[config.mk]
export PLATFORM = sky130hd
export DESIGN_NAME = ucm_div_cell
export DESIGN_NICKNAME = d
export VERILOG_FILES = /design/src/rtl/core/ucm_pkg.sv /design/src/rtl/core/ucm_div_cell.sv
export SDC_FILE = /design/constraint.sdc
export NUM_CORES = 1
export LEC_CHECK = 0
export BUFFER_PORTS_ARGS = -buffer_cell sky130_fd_sc_hd__buf_2
export CELL_PAD_IN_SITES_DETAIL_PLACEMENT = 1
export CELL_PAD_IN_SITES_GLOBAL_PLACEMENT = 2
export CORE_AREA = 2 2 165 167
export CTS_CLUSTER_DIAMETER = 80
export DETAILED_ROUTE_END_ITERATION = 8
export DIE_AREA = 0 0 167 169
export HOLD_SLACK_MARGIN = 0.1
export PLACE_DENSITY = 0.8
export SKIP_LAST_GASP = 1
export SLEW_MARGIN = 20
export SYNTH_ARGS = -nofsm -noshare
export SYNTH_HDL_FRONTEND = slang
export SYNTH_SLANG_ARGS = --single-unit
[constraint.sdc]
create_clock -name clock -period 3.8 [get_ports clock]
set_clock_uncertainty 0.15 [all_clocks]
set_input_delay 1.14 -clock clock [delete_from_list [all_inputs] [get_ports clock]]
set_output_delay 1.14 -clock clock [all_outputs]
set_load 0.005 [all_outputs]
[src/rtl/core/ucm_pkg.sv]
// ============================================================================
// ucm_pkg: shared types and constants of the unified camera model projector
// Holds the cell state types, the register index codes and fixed constants.
// ============================================================================
package ucm_pkg;

   localparam int SQRT_STEPS = 32;
   localparam int DIV_STEPS  = 32;

   localparam logic [16:0] ALPHA_ONE  = 17'd65536;
   localparam logic [16:0] ALPHA_HALF = 17'd32768;

   localparam logic signed [31:0] PIX_MAX = 32'sh7FFF_FFFF;
   localparam logic signed [31:0] PIX_MIN = 32'sh8000_0000;

   // Configuration register indexes.
   typedef enum logic [2:0] {
      REG_FOCAL_X = 3'd0,
      REG_FOCAL_Y = 3'd1,
      REG_CENTER_X = 3'd2,
      REG_CENTER_Y = 3'd3,
      REG_MODEL_ALPHA = 3'd4
   } ucm_reg_type;

   // Square root cell state: radicand bits still to shift in, partial
   // remainder and partial root.
   typedef struct packed {
      logic [63:0] rad;
      logic [34:0] rem;
      logic [31:0] root;
   } ucm_sqrt_type;

   // Divider cell state: partial remainder, quotient so far and the low
   // dividend bits still to shift in.
   typedef struct packed {
      logic [49:0] rem;
      logic [31:0] quo;
      logic [31:0] low;
   } ucm_div_type;

endpackage

[src/rtl/core/ucm_div_cell.sv]
// ============================================================================
// ucm_div_cell: one step of the restoring divider
// Produces one quotient bit per cell against the shared denominator.
// ============================================================================
module ucm_div_cell
   import ucm_pkg::*;
(
   input  logic        clock,
   input  ucm_div_type cell_in,
   input  logic [49:0] den,
   output ucm_div_type cell_ff
);

   ucm_div_type cell_in_next;
   logic [50:0] rem_sh;

   always_comb begin
      rem_sh = {cell_in.rem, cell_in.low[31]};
      cell_in_next.low = {cell_in.low[30:0], 1'b0};
      if (rem_sh >= {1'b0, den}) begin
         cell_in_next.rem = 50'(rem_sh - {1'b0, den});
         cell_in_next.quo = {cell_in.quo[30:0], 1'b1};
      end else begin
         cell_in_next.rem = rem_sh[49:0];
         cell_in_next.quo = {cell_in.quo[30:0], 1'b0};
      end
   end

   always_ff @(posedge clock) begin
      cell_ff <= cell_in_next;
   end

endmodule

# Yosys cells after proc, flatten, opt, wreduce, memory -nomap -nowiden
# Index checks and enable logic that the tools add are counted.
# op_classes
div_mod_pow,0
n_addsub,1
eq_ne,0
bitwise_logic,0
n_reduce_logical,0
muxes,1
mul,0
n_lt_le_gt_ge,1
shift,0
# ops
operator,n
2-to-1 mux 82 bit,1
greater-or-equal comparator 51 x 50 -> 1 bit,1
subtractor 50 bit,1
# totals
reg_bits,113
mem_bits_ro,0
mem_count,0
inputBits,165
latch_bits,0
mem_bits_rw,0

# Depth between registers and ports, before layout
# logic_depth
ltp_word,2
ltp_mapped,14

# Least setup slack after synthesis
# No wires, ideal clock.
# synth_timing
path_type,input to register
start,in cell_in[31] in the netlist's numbering
end,reg cell_ff[112] in the netlist's numbering
arrival_ns,3.519
path_slack_ns,0.014
path_stages,13
setup_time_ns,0.117
n_path_buf,0
path_cell_list,inv_1 -> ha_1 -> inv_1 -> fa_1 -> a211oi_1 -> o211ai_1 -> nand4_1 -> a21oi_1 -> or3_1 -> a211o_2 -> a211oi_2 -> xor2_1 -> o21ai_1
# synth_rtl
element,line_no,source
start: declaration,ucm_div_cell.sv:9,"input ucm_div_type cell_in,"
end signal: assignment,ucm_div_cell.sv:30,cell_ff <= cell_in_next;
end: declaration,ucm_div_cell.sv:11,output ucm_div_type cell_ff

==> qor.yml <==
root_buffer: "clkbuf_16"
worstPathRequired_ns: 3.95
yosysTopAreaCellShare_pct: 37.5
synth_warnings: 0
wl_per_cell_um: 15.2
setup_violations: 0
layoutNonFillerInstCount: 1455
area_growth_pct: 55.1
die_w_um: 167
drc: 0
yosysMostFrequentCell: "dfxtp_1"
min_to: "cell_ff[53]"
final_max_slew_viol_count: 0
p_total_mw: 4.35
synthesis.nets: 925
avgSynthCellArea_um2: 8.50
first_iter_violations: 223
whs_path_depth: 1
vias: 6433
regMostFlops: "cell_ff"
postSynthCellCount: 709
core_mm2: 0.0265
cap_viol_max_count: 0
crit_chain: "buf_8 -> clkinv_4 -> ha_4 -> inv_4 -> fa_2 -> a211oi_2 -> o211ai_1 -> nand4_1 -> a21oi_4 -> or3_4 -> a211o_4 -> buf_4 -> buf_4 -> xnor2_1 -> o21ai_0"
final_layout_size_suffix_gt1_share_pct: 41.4
crit_path_max_fanout: 6
yosysSeqAreaShare_pct: 37.5
tritoncts: "done"
synth_edf_count: 0
peakVddDrop_uv: 272
crit_top_cell: "buf_4"
finalWeightedCongestion: 0.823
ant_nets: 0
rows: 60
cts.clk_slew.worst_paths_ns: 0.06
grt_pass1_wl_mm: 34.6
h-tree-depth: 4
dr.pass1.iters: 4
synth_area_mm2: 0.00603
final_nets: 1314
ios: 279
hold_viol: 0
arrival_ns: 3.92
cts_buffer_depth: 2
grt_max_degree: 32
min_period_ns: 3.77
clock-sinks: 113
path_delay_family: "compound AO/OA/AOI/OAI gates"
cp_slowest_cell: "or3_4"
wl_mm: 22.1
dpl.hpwl_mm: 18.3
power_density_mw_per_mm2: 465
largest_reg_flops: 113
slowest_delay_ns: 0.42
worstSetupPathType: "in -> reg"
hold_path.class: "in -> reg"
post-place-cells: 1417
start_util_pct: 22.7
startpoint_type: "input port"
synth_top_cell_by_area: "dfxtp_1"
cts_buffers: 17
final.period_utilization_pct: 99.3
overflow: 0
reg_top3: "cell_ff x113"
max_freq_mhz: 265
grt_pass1_vias: 6757
crit_buf_inv: 5
die_h_um: 169
min-delay-start: "cell_in[52]"
vias_per_cell: 4.42
synth_commonest_cells: "113 x dfxtp_1, 84 x nand2_1, 69 x o21ai_0, 65 x inv_1, 64 x a21oi_1"
yosysUniqueCellTypes: 71
rsz0062_at_grt: "true"
track_usage_pct: 15.5
synthArstFlopShare_pct: 0
leakagePower_nw: 4.71
port_buffers: 276
synthFlopType: "dfxtp_1"
synth_area_leaders: "dfxtp_1 38%, ha_1 10%, o21ai_0 5.7%"
end_kind: "register"
antenna_found_initial: 3
fp.dieArea_mm2: 0.0282
status: "complete, no violations"
ys_ff_latch: 113
-- cell usage in the layout, fill, tap and decap left out, types with 5 or more instances in the layout --
cell and count:
a31oi_1 7, nand2_1 84, nor2_1 25, clkbuf_16 17
buf_4 118, and3_1 8, a21o_1 22, xor2_1 20
dfxtp_1 113, bufinv_16 5, o21ai_0 68, a21oi_1 61
nand4_1 14, nor4_1 6, ha_1 49, nor3_1 9
clkinv_4 6, nand3_1 14, buf_2 275, inv_1 63
xnor2_1 22, o21bai_1 12, o211ai_1 7
-- kinds of logic (layout without fill, tap and decap cells) --
logic type                 after synthesis  in the layout  synth area share, %
AOI/OAI and AO/OA                      216            216                 22.2
xor gates and xnor gates                42             42                 6.10
adders and majority gates               51             51                 10.7
buffers and inverters                   91            493                 6.75
DFF                                    113            113                 37.5
muxes                                    6              6                 1.16
other                                    1              4               0.0622
and+or+nand+nor                        189            189                 15.4
-- how the worst max path moves through the flow --
stage                     start           end  slack [ns]  depth (start not counted)
floorplan           cell_in[31]  cell_ff[112]        0.01                         13
detailed placement  cell_in[31]  cell_ff[112]       -0.55                         14
finish              cell_in[31]   cell_ff[96]        0.03                         15
CTS                 cell_in[31]  cell_ff[108]       0.008                         14
global placement    cell_in[31]  cell_ff[108]       -0.52                         14
global route        cell_in[31]   cell_ff[86]       -0.06                         15
-- stage by stage --
step | worst slack (ns) | TNS, ns | hold WS [ns] | util, % | instance area, µm²
final | 0.0255 | 0 | 0.663 | 35.3 | 9350
after global routing | -0.0623 | -0.149 | 0.642 | 35.3 | 9340
after CTS | 0.00829 | 0 | 0.646 | 34.9 | 9260
after detailed placement | -0.553 | -7.80 | 1.09 | 32.4 | 8570
after global placement | -0.523 | -5.62 | 1.09 | 32.4 | 8570
after floorplan | 0.0137 | 0 | 1.02 | - | 6030
-- what timing repair did --
| action | CTS | global route |
|---|---|---|
| pin swaps | 3 | 11 |
| endpoints found under the setup margin | 8 | 9 |
| buffers inserted | 1 | 2 |
| resized for setup | 3 | 19 |
| hold buffers | 0 | 0 |
-- power breakdown --
part           leakage [nW]  internal [mW]  switching, mW
clock network         0.316           1.17          0.637
logic                  3.44          0.567          0.590
registers             0.953           1.34         0.0359
total                  4.71           3.08           1.26
-- metal layers --
metal | GRT usage [%] | routed length, µm
met4 | 4.76 | 248
met5 | 0 | 11
met3 | 3.60 | 1080
met1 | 18.6 | 9780
met2 | 27.4 | 11000
-- final cells by class --
type,instances,area [µm²]
Clock buffer,18,429
Clock inverter,14,228
Tap cell,341,427
Fill cell,3222,17200
Timing Repair Buffer,396,2320
Inverter,65,251
Sequential cell,113,2260
Antenna cell,3,7.51
Multi-Input combinational cell,505,3420
Note: power is estimated with default switching activity, not from simulation.
