### src/rtl/core/ucm_pkg.sv
// ============================================================================
// ucm_pkg: shared types and constants of the unified camera model projector
// Holds the cell state types, the register index codes and fixed constants.
// ============================================================================
package ucm_pkg;

   localparam int SQRT_STEPS = 32;
   localparam int DIV_STEPS  = 32;

   localparam logic [16:0] ALPHA_ONE  = 17'd65536;
   localparam logic [16:0] ALPHA_HALF = 17'd32768;

   localparam logic signed [31:0] PIX_MAX = 32'sh7FFF_FFFF;
   localparam logic signed [31:0] PIX_MIN = 32'sh8000_0000;

   // Configuration register indexes.
   typedef enum logic [2:0] {
      REG_FOCAL_X = 3'd0,
      REG_FOCAL_Y = 3'd1,
      REG_CENTER_X = 3'd2,
      REG_CENTER_Y = 3'd3,
      REG_MODEL_ALPHA = 3'd4
   } ucm_reg_type;

   // Square root cell state: radicand bits still to shift in, partial
   // remainder and partial root.
   typedef struct packed {
      logic [63:0] rad;
      logic [34:0] rem;
      logic [31:0] root;
   } ucm_sqrt_type;

   // Divider cell state: partial remainder, quotient so far and the low
   // dividend bits still to shift in.
   typedef struct packed {
      logic [49:0] rem;
      logic [31:0] quo;
      logic [31:0] low;
   } ucm_div_type;

endpackage

### src/rtl/core/ucm_sqrt_cell.sv
// ============================================================================
// ucm_sqrt_cell: one digit of the integer square root
// Resolves one root bit per cell and registers the updated state.
// ============================================================================
module ucm_sqrt_cell
   import ucm_pkg::*;
(
   input  logic         clock,
   input  ucm_sqrt_type cell_in,
   output ucm_sqrt_type cell_ff
);

   ucm_sqrt_type cell_in_next;
   logic [34:0]  rem_sh;
   logic [34:0]  trial;

   always_comb begin
      rem_sh = {cell_in.rem[32:0], cell_in.rad[63:62]};
      trial  = {1'b0, cell_in.root, 2'b01};
      cell_in_next.rad = {cell_in.rad[61:0], 2'b00};
      if (rem_sh >= trial) begin
         cell_in_next.rem  = rem_sh - trial;
         cell_in_next.root = {cell_in.root[30:0], 1'b1};
      end else begin
         cell_in_next.rem  = rem_sh;
         cell_in_next.root = {cell_in.root[30:0], 1'b0};
      end
   end

   always_ff @(posedge clock) begin
      cell_ff <= cell_in_next;
   end

endmodule

### config.mk
export PLATFORM = sky130hd
export DESIGN_NAME = ucm_sqrt_cell
export DESIGN_NICKNAME = d
export VERILOG_FILES = /design/src/rtl/core/ucm_pkg.sv /design/src/rtl/core/ucm_sqrt_cell.sv
export SDC_FILE = /design/constraint.sdc
export NUM_CORES = 1
export LEC_CHECK = 0
export BUFFER_PORTS_ARGS = -buffer_cell sky130_fd_sc_hd__buf_2
export CORE_MARGIN = 5
export CORE_UTILIZATION = 49
export CTS_CLUSTER_SIZE = 30
export DETAILED_ROUTE_END_ITERATION = 12
export GPL_TIMING_DRIVEN = 0
export PLACE_DENSITY = 0.85
export SKIP_CTS_REPAIR_TIMING = 1
export SYNTH_ARGS = -nofsm -noshare
export SYNTH_HDL_FRONTEND = slang
export SYNTH_SLANG_ARGS = --single-unit
### constraint.sdc
create_clock -name clock -period 9 [get_ports clock]
set_input_delay 1.8 -clock clock [delete_from_list [all_inputs] [get_ports clock]]
set_output_delay 1.8 -clock clock [all_outputs]
set_load 0.1 [all_outputs]
Word-level counts from Yosys, hierarchy flattened:

Index checks and enable logic that the tools add are counted.

* register bits: 129
* output and inout port bits: 131
* word-level logic and storage cells: 6

* add/sub/neg operators: 1
* $lt $le $gt $ge: 1
* multiplexer cells: 1

Operator list (count)
* $mux 67: 1
* $ge 35x34->1: 1
* $sub 35x34->35: 1

Logic depth before layout (Yosys ltp):

Gate-level depths: netlist of the first run.

* word-level depth: 2
* gate-level depth with buffers: 12

Worst setup path after synthesis of the first run:

No wires, ideal clock.

* path type: input-to-reg
* start point: in cell_in[5] (netlist name)
* end point: reg cell_ff[60] (netlist name)
* library setup time: 0.121 ns
* arrival time: 3.969 ns
* setup slack: 4.909 ns
* cell stages on the path: 11
* path buffers: 1
* path through: inv_1 -> ha_1 -> and4_1 -> nand3b_1 -> o2111a_1 -> o21a_4 -> a311oi_4 -> nor3_4 -> nor2_4 -> buf_8 -> mux2_4

RTL lines
* start: declaration: RTL line ucm_sqrt_cell.sv:9 `input ucm_sqrt_type cell_in,`
* end signal: assignment: RTL line ucm_sqrt_cell.sv:31 `cell_ff <= cell_in_next;`
* end: declaration: RTL line ucm_sqrt_cell.sv:10 `output ucm_sqrt_type cell_ff`

==> results of run 1 <==
final timing paths:
| check | slack [ns] | cells past startpoint | start | end |
|---|---|---|---|---|
| hold / removal | 1.36 | 1 | cell_in[96] | cell_ff[98]$_DFF_P_ |
| setup / recovery | 4.97 | 11 | cell_in[5] | cell_ff[60]$_DFF_P_ |
layout by cell type (no fill, tap or decap), drive strengths merged, types with 20 or more instances in the layout:
master  instances
nand2          24
clkbuf         26
xnor2          20
a21oi          35
inv            46
ha             34
nor2           23
dfxtp         129
mux2           29
o21ai          20
buf           264
stage by stage:
stage	util [%]	worst slack, ns	hold slack (ns)	instances	cell area, µm²
6_report	70.1	4.97	1.36	908	7270
5_1_grt	70.1	4.87	1.34	908	7270
4_1_cts	70.1	5.03	1.35	908	7270
3_5_place_dp	64.7	4.48	1.90	877	6710
3_3_place_gp	64.7	4.53	1.90	877	6710
2_1_floorplan	-	4.91	1.83	483	5250
layer usage:
layer / GRT usage, % / up-vias
li1: - / 2236
met1: 24.7 / 2096
met2: 45.6 / 219
met3: 8.01 / 30
met4: 8.57 / 0
met5: 0 / -
cell usage after synthesis (3+ instances only):
cell type and count:
xor2_1 11, clkbuf_1 4, nand4_1 8, nor2_1 22, nor2b_1 4, and2_1 4, nand2_1 24, mux2_4 24
mux2i_1 3, inv_1 44, nor3_1 11, a21o_1 9, o21ai_0 18, and3_1 5, o21bai_1 4, a21oi_1 32
a21oi_2 3, xnor2_1 20, o211ai_1 3, ha_1 34, o21a_1 10, dfxtp_1 129, mux2_2 5, nand3_1 3
kinds of logic after synthesis:
family,Yosys count,synth area share [%]
buf+inv,55,4.94
other cells,1,0.0715
xor+xnor,31,5.18
mux,32,8.52
flops,129,49.2
fa+ha+maj,34,8.11
simple gates,94,9.45
compound gates,106,14.5
final cells by class:
class / count / area (µm²)
plain buffers: 10 / 90.1
clock buffers: 22 / 453
clock inverters: 9 / 108
fillers: 776 / 3100
inverters: 45 / 169
multi-input cells: 299 / 2410
flip-flops and latches: 129 / 2580
well taps: 136 / 170
repair buffers: 258 / 1290
power breakdown:
part           total, mW  internal (mW)  switching, mW
logic              0.742          0.167          0.575
clock network      0.649          0.406          0.242
registers          0.642          0.629         0.0132
==> flow_metrics.tcl, run 1 <==
set metrics [dict create \
    status "completed" \
    pwr_density_cell_nw_per_um2 280 \
    syn_avg_cell_area_um2 10.9 \
    drt-total-wl_um 16000 \
    top_register "cell_ff" \
    largest_reg_flops 129 \
    max_cap_viol_count 0 \
    ant_nets 0 \
    cts_buffers 17 \
    layout-drive-gt1-share_pct 43.5 \
    path_class "input pin to flop" \
    fin_crit_sh_pct 44.8 \
    period_needed_ns 4.03 \
    cts.sinks 129 \
    drtIter0Drc 221 \
    final.setup.tns_ns 0 \
    areaGrowthSynthToFinish_pct 38.6 \
    max_freq_mhz 248 \
    synth-seq-cells 129 \
    cp_num_buf_inv 2 \
    setup_viol 0 \
    layout.nets 926 \
    htreeDepth 4 \
    leakage_nw 3.68 \
    synth.distinct_cells 62 \
    cts_tree "yes" \
    irDropWorstVdd_mv 0.176 \
    rows 37 \
    io_pins 263 \
    grt_pass1_wl_um 24400 \
    crit_required_ns 9.42 \
    async_flop_share_pct 0 \
    hpwl_um 12800 \
    drcViolationCount 0 \
    arrival_ns 4.45 \
    slew_viol_final 0 \
    die_y_um 113 \
    firstDrtPassIters 5 \
    overflow 0 \
    wl_met2_um 8580 \
    reg_top3 "cell_ff: 129 flops" \
    worstSetupEndpointType "flop" \
    netlist_instances 482 \
    tightest_slew_ns 0.551 \
    gp_congestion 0.940 \
    hold_path_class "input pin to flop" \
    slowest_stage "ha_1" \
    num_vias 4581 \
    synth_top_area_share_pct 49.2 \
    clockBufferDepth 2 \
    avgRoutedWirePerCell_um 17.6 \
    initial_core_util_pct 50.6 \
    cp_cell_sequence "buf_2 -> inv_1 -> ha_1 -> a211o_1 -> a21oi_1 -> nor4b_2 -> o31ai_4 -> a211oi_2 -> o221ai_1 -> xnor2_1 -> mux2_4" \
    critPathMaxStageDelay_ns 0.38 \
    cp-start-kind "input pin" \
    track_usage_pct 24.2 \
    cp_max_fo 6 \
    grt_pass1_vias 4796 \
    synth-edff-count 0 \
    relSlewSlack_pct 62.9 \
    total_power_mw 2.03 \
    yosysSeqAreaShare_pct 49.2 \
    synthFlopType "dfxtp_1" \
    root_buffer "clkbuf_8" \
    netlist_area_um2 5240 \
    portBuffers 258 \
    wl_met3_um 1320 \
    route.top_layer_used "met4" \
    synthTopCellsByArea "dfxtp_1 49%, ha_1 8.1%, mux2_4 6.9%" \
    finalHoldViolCount 0 \
    wl_met1_um 5710 \
    via_per_inst 5.05 \
    synth_warnings 0 \
    core_um2 10400 \
    cp_top_family "compound AO/OA/AOI/OAI gates" \
    dieArea_um2 12900 \
    n_antenna_cell 0 \
    grt_max_degree 17 \
    clkTransAtPathRegs_ns 0.06 \
    synth.largest_area_cell "dfxtp_1" \
    antenna_found_initial 0 \
    rsz0062_at_grt "no" \
    die_x_um 113 \
]
Power figures use the tool's default switching activity.
==> inputs of run 2 (changes only) <==
- CORE_UTILIZATION: 49 -> 41
- PLACE_DENSITY: 0.85 -> 0.76
- clock period: 9 -> 3.5 ns (I/O delays scaled with it)
==> flow_metrics.tcl, run 2 (synthesized netlist as in run 1, its figures left out) <==
set metrics [dict create \
    drt-total-wl_um 14700 \
    period_needed_ns 3.06 \
    arrival_ns 3.35 \
    htreeDepth 4 \
    layout_common_cells "259 x buf_2, 129 x dfxtp_1, 44 x inv_1" \
    rows 41 \
    total_power_mw 5.34 \
    hold_path_depth 1 \
    relSlewSlack_pct 62.1 \
    drtIter0Drc 180 \
    die_y_um 123 \
    cts_buffers 17 \
    layout-drive-gt1-share_pct 43.9 \
    top_register "cell_ff" \
    via_per_inst 4.68 \
    rsz0062_at_grt "no" \
    areaGrowthSynthToFinish_pct 40.5 \
    grt_pass1_vias 4392 \
    crit_required_ns 3.80 \
    irDropWorstVdd_mv 0.279 \
    reg_top3 "cell_ff: 129 flops" \
    dpl_worst_slack_ns 0.0272 \
    dp_cells 913 \
    hpwl_um 11900 \
    core_um2 12600 \
    drcViolationCount 0 \
    gp_congestion 0.865 \
    setup_ws_ns 0.444 \
    finalHoldViolCount 0 \
    avgRoutedWirePerCell_um 15.5 \
    pwr_density_cell_nw_per_um2 725 \
    slew_viol_final 0 \
    worstSetupEndpointType "flop" \
    overflow 0 \
    cp-start-kind "input pin" \
    grt_pass1_wl_um 22000 \
    cp_max_fo 10 \
    leakage_nw 3.70 \
    track_usage_pct 19.1 \
    io_pins 263 \
    crit_start "cell_in[14]" \
    largest_reg_flops 129 \
    fin_crit_sh_pct 87.3 \
    ant_nets 0 \
    num_vias 4433 \
    stdcell_area_um2 7370 \
    fin_util_pct 58.6 \
    die_x_um 123 \
    hold_path_class "input pin to flop" \
    grt_max_degree 17 \
    fill_cells 1080 \
    cts.sinks 129 \
    status "completed" \
    clockBufferDepth 2 \
    dieArea_um2 15200 \
    stdcell_count 947 \
    hold_ws_ns 0.390 \
    firstDrtPassIters 4 \
    antenna_found_initial 2 \
    path_class "input pin to flop" \
    layout.nets 926 \
    setup_viol 0 \
    clkTransAtPathRegs_ns 0.06 \
    tightest_slew_ns 0.563 \
    portBuffers 258 \
    initial_core_util_pct 41.7 \
    max_freq_mhz 327 \
    crit_path_end "cell_ff[60]$_DFF_P_" \
    root_buffer "clkbuf_16" \
    cts_tree "yes" \
    layout_commonest_cell "buf_2" \
    final.setup.tns_ns 0 \
    dpl_cell_area_um2 6750 \
    max_cap_viol_count 0 \
]
[run 2: changes by cell type in the layout (fill, tap and decap cells not counted)]
cell       previous run  this run
clkinv_4              1         5
clkbuf_1              7         5
clkbuf_16            16        17
diode_2               0         2
bufinv_16             2         3
clkinv_2              3         1
clkbuf_8              3         0
inv_6                 1         3
[run 2: how the worst min path moves through the flow]
stage,startpoint,end
after floorplan,cell_in[98],cell_ff[100]$_DFF_P_
after global placement,cell_in[99],cell_ff[101]$_DFF_P_
after detailed placement,cell_in[79],cell_ff[81]$_DFF_P_
after CTS,cell_in[79],cell_ff[81]$_DFF_P_
after global routing,cell_in[92],cell_ff[94]$_DFF_P_
final,cell_in[93],cell_ff[95]$_DFF_P_
[run 2: where the power goes]
| group | total [mW] | internal, mW | leakage [nW] | switching, mW |
|---|---|---|---|---|
| clock network | 1.81 | 1.13 | 0.291 | 0.678 |
| logic | 1.89 | 0.428 | 2.32 | 1.46 |
| registers | 1.65 | 1.62 | 1.09 | 0.0328 |
[run 2: area by class of cell]
cell class,count,area [µm²],share of cell area [%]
plain buffers,10,90.1,1.22
well taps,172,215,2.92
repair buffers,258,1290,17.5
flip-flops and latches,129,2580,35.0
diodes,2,5.00,0.0679
multi-input cells,299,2410,32.7
inverters,45,169,2.29
clock inverters,14,180,2.45
clock buffers,18,429,5.82
[run 2: worst max-delay path: stages]
cell and delay [ns]:
buf_2 0.10, inv_1 0.04, ha_1 0.39, a21oi_2 0.26, o21ai_1 0.11, a21oi_1 0.19, o21ai_0 0.18, a311oi_4 0.43
nor3_4 0.10, nor2_4 0.32, buf_8 0.21, mux2_4 0.31
[run 2: routing by layer]
metal  track usage (%)  vias up  wire length, µm
met5                 0        -                0
met4              8.79        0              365
met3              5.95       22             1280
met2              35.1      178             7730
met1              19.8     1995             5310
li1                  -     2238                -
==> inputs of run 3 (changes only) <==
- CELL_PAD_IN_SITES_DETAIL_PLACEMENT: unset -> 1
- CELL_PAD_IN_SITES_GLOBAL_PLACEMENT: unset -> 2
- CORE_UTILIZATION: 41 -> 24
- HOLD_SLACK_MARGIN: unset -> 0.06
- PLACE_DENSITY: 0.76 -> unset
- PLACE_DENSITY_LB_ADDON: unset -> 0.1
==> flow_metrics.tcl, run 3 (synthesized netlist as in run 1, its figures left out) <==
set metrics [dict create \
    status "completed" \
    initial_core_util_pct 24.2 \
    tightest_slew_ns 0.595 \
    grt_pass1_vias 4785 \
    overflow 0 \
    areaGrowthSynthToFinish_pct 42.4 \
    cts_tree "yes" \
    irDropWorstVdd_mv 0.262 \
    fin_crit_sh_pct 87.7 \
    cts.sinks 129 \
    path_class "input pin to flop" \
    root_buffer "clkbuf_16" \
    cp-start-kind "input pin" \
    die_y_um 158 \
    grt_pass1_wl_um 26300 \
    stdcell_count 1054 \
    hold_ws_ns 0.376 \
    relSlewSlack_pct 59.9 \
    reg_top3 "cell_ff: 129 flops" \
    layout_common_cells "259 x buf_2, 129 x dfxtp_1, 44 x inv_1" \
    largest_reg_flops 129 \
    cts_buffers 17 \
    slew_viol_final 0 \
    arrival_ns 3.37 \
    cp_max_fo 10 \
    setup_viol 0 \
    dp_cells 1021 \
    finalHoldViolCount 0 \
    final.setup.tns_ns 0 \
    pwr_density_cell_nw_per_um2 711 \
    via_per_inst 4.23 \
    clockBufferDepth 2 \
    hpwl_um 14600 \
    gp_congestion 0.779 \
    firstDrtPassIters 4 \
    max_freq_mhz 326 \
    leakage_nw 3.68 \
    dieArea_um2 24900 \
    period_needed_ns 3.07 \
    hold_path_depth 1 \
    antenna_found_initial 3 \
    clkTransAtPathRegs_ns 0.07 \
    num_vias 4462 \
    ant_nets 0 \
    avgRoutedWirePerCell_um 16.7 \
    fin_util_pct 34.4 \
    hold_path_class "input pin to flop" \
    track_usage_pct 13.7 \
    rows 54 \
    crit_required_ns 3.80 \
    htreeDepth 4 \
    rsz0062_at_grt "no" \
    portBuffers 258 \
    hp-start "cell_in[68]" \
    drcViolationCount 0 \
    drt-total-wl_um 17600 \
    max_cap_viol_count 0 \
    worstSetupEndpointType "flop" \
    die_x_um 158 \
    io_pins 263 \
    layout_commonest_cell "buf_2" \
    grt_max_degree 17 \
    core_um2 21700 \
    drtIter0Drc 97 \
    holdPathEnd "cell_ff[70]$_DFF_P_" \
    top_register "cell_ff" \
    layout-drive-gt1-share_pct 43.9 \
    layout.nets 926 \
]
-- run 3: layout make-up --
class | instances | area (µm²)
multi-input combinational | 299 | 2410
clock inverter | 14 | 146
sequential | 129 | 2580
fill | 2532 | 14200
inverter | 45 | 169
clock buffer | 18 | 429
buffer | 10 | 90.1
antenna | 1 | 2.50
tap | 280 | 350
timing repair buffer | 258 | 1290
-- run 3: worst max path at each step --
stage | from | cells after the start | slack (ns) | to
after floorplan | cell_in[5] | 11 | 0.51 | cell_ff[60]$_DFF_P_
after global placement | cell_in[14] | 12 | -0.03 | cell_ff[62]$_DFF_P_
after detailed placement | cell_in[14] | 12 | -0.02 | cell_ff[62]$_DFF_P_
after CTS | cell_in[14] | 12 | 0.41 | cell_ff[65]$_DFF_P_
after global routing | cell_in[16] | 12 | 0.23 | cell_ff[65]$_DFF_P_
final | cell_in[14] | 12 | 0.43 | cell_ff[65]$_DFF_P_
-- run 3: critical path, stage by stage --
cell and delay [ns]:
buf_2 0.11, inv_1 0.05, ha_1 0.40, a21oi_2 0.26, o21ai_1 0.12, a21oi_1 0.18
o21ai_0 0.17, a311oi_4 0.41, nor3_4 0.10, nor2_4 0.32, buf_8 0.22, mux2_4 0.31
-- run 3: through the flow --
stage,setup slack [ns],instance area [µm²],total power [mW]
5_1_grt,0.234,7470,5.56
3_3_place_gp,-0.0340,6890,3.59
2_1_floorplan,0.509,5250,3.24
4_1_cts,0.413,7460,5.41
6_report,0.430,7470,5.31
3_5_place_dp,-0.0165,6890,3.60
-- run 3: routing by layer --
metal	track usage, %	routed length [µm]	part of all wire (%)	vias up
li1	-	-	-	2229
met1	16.8	7570	43	2037
met2	22.8	8020	46	175
met3	5.49	1830	10	17
met4	2.83	131	0.75	4
met5	0	21	0.12	-
-- run 3: power breakdown --
| part | switching (mW) | total [mW] | internal [mW] |
|---|---|---|---|
| Clock | 0.757 | 1.76 | 1.00 |
| Sequential | 0.0321 | 1.65 | 1.62 |
| Combinational | 1.47 | 1.90 | 0.429 |
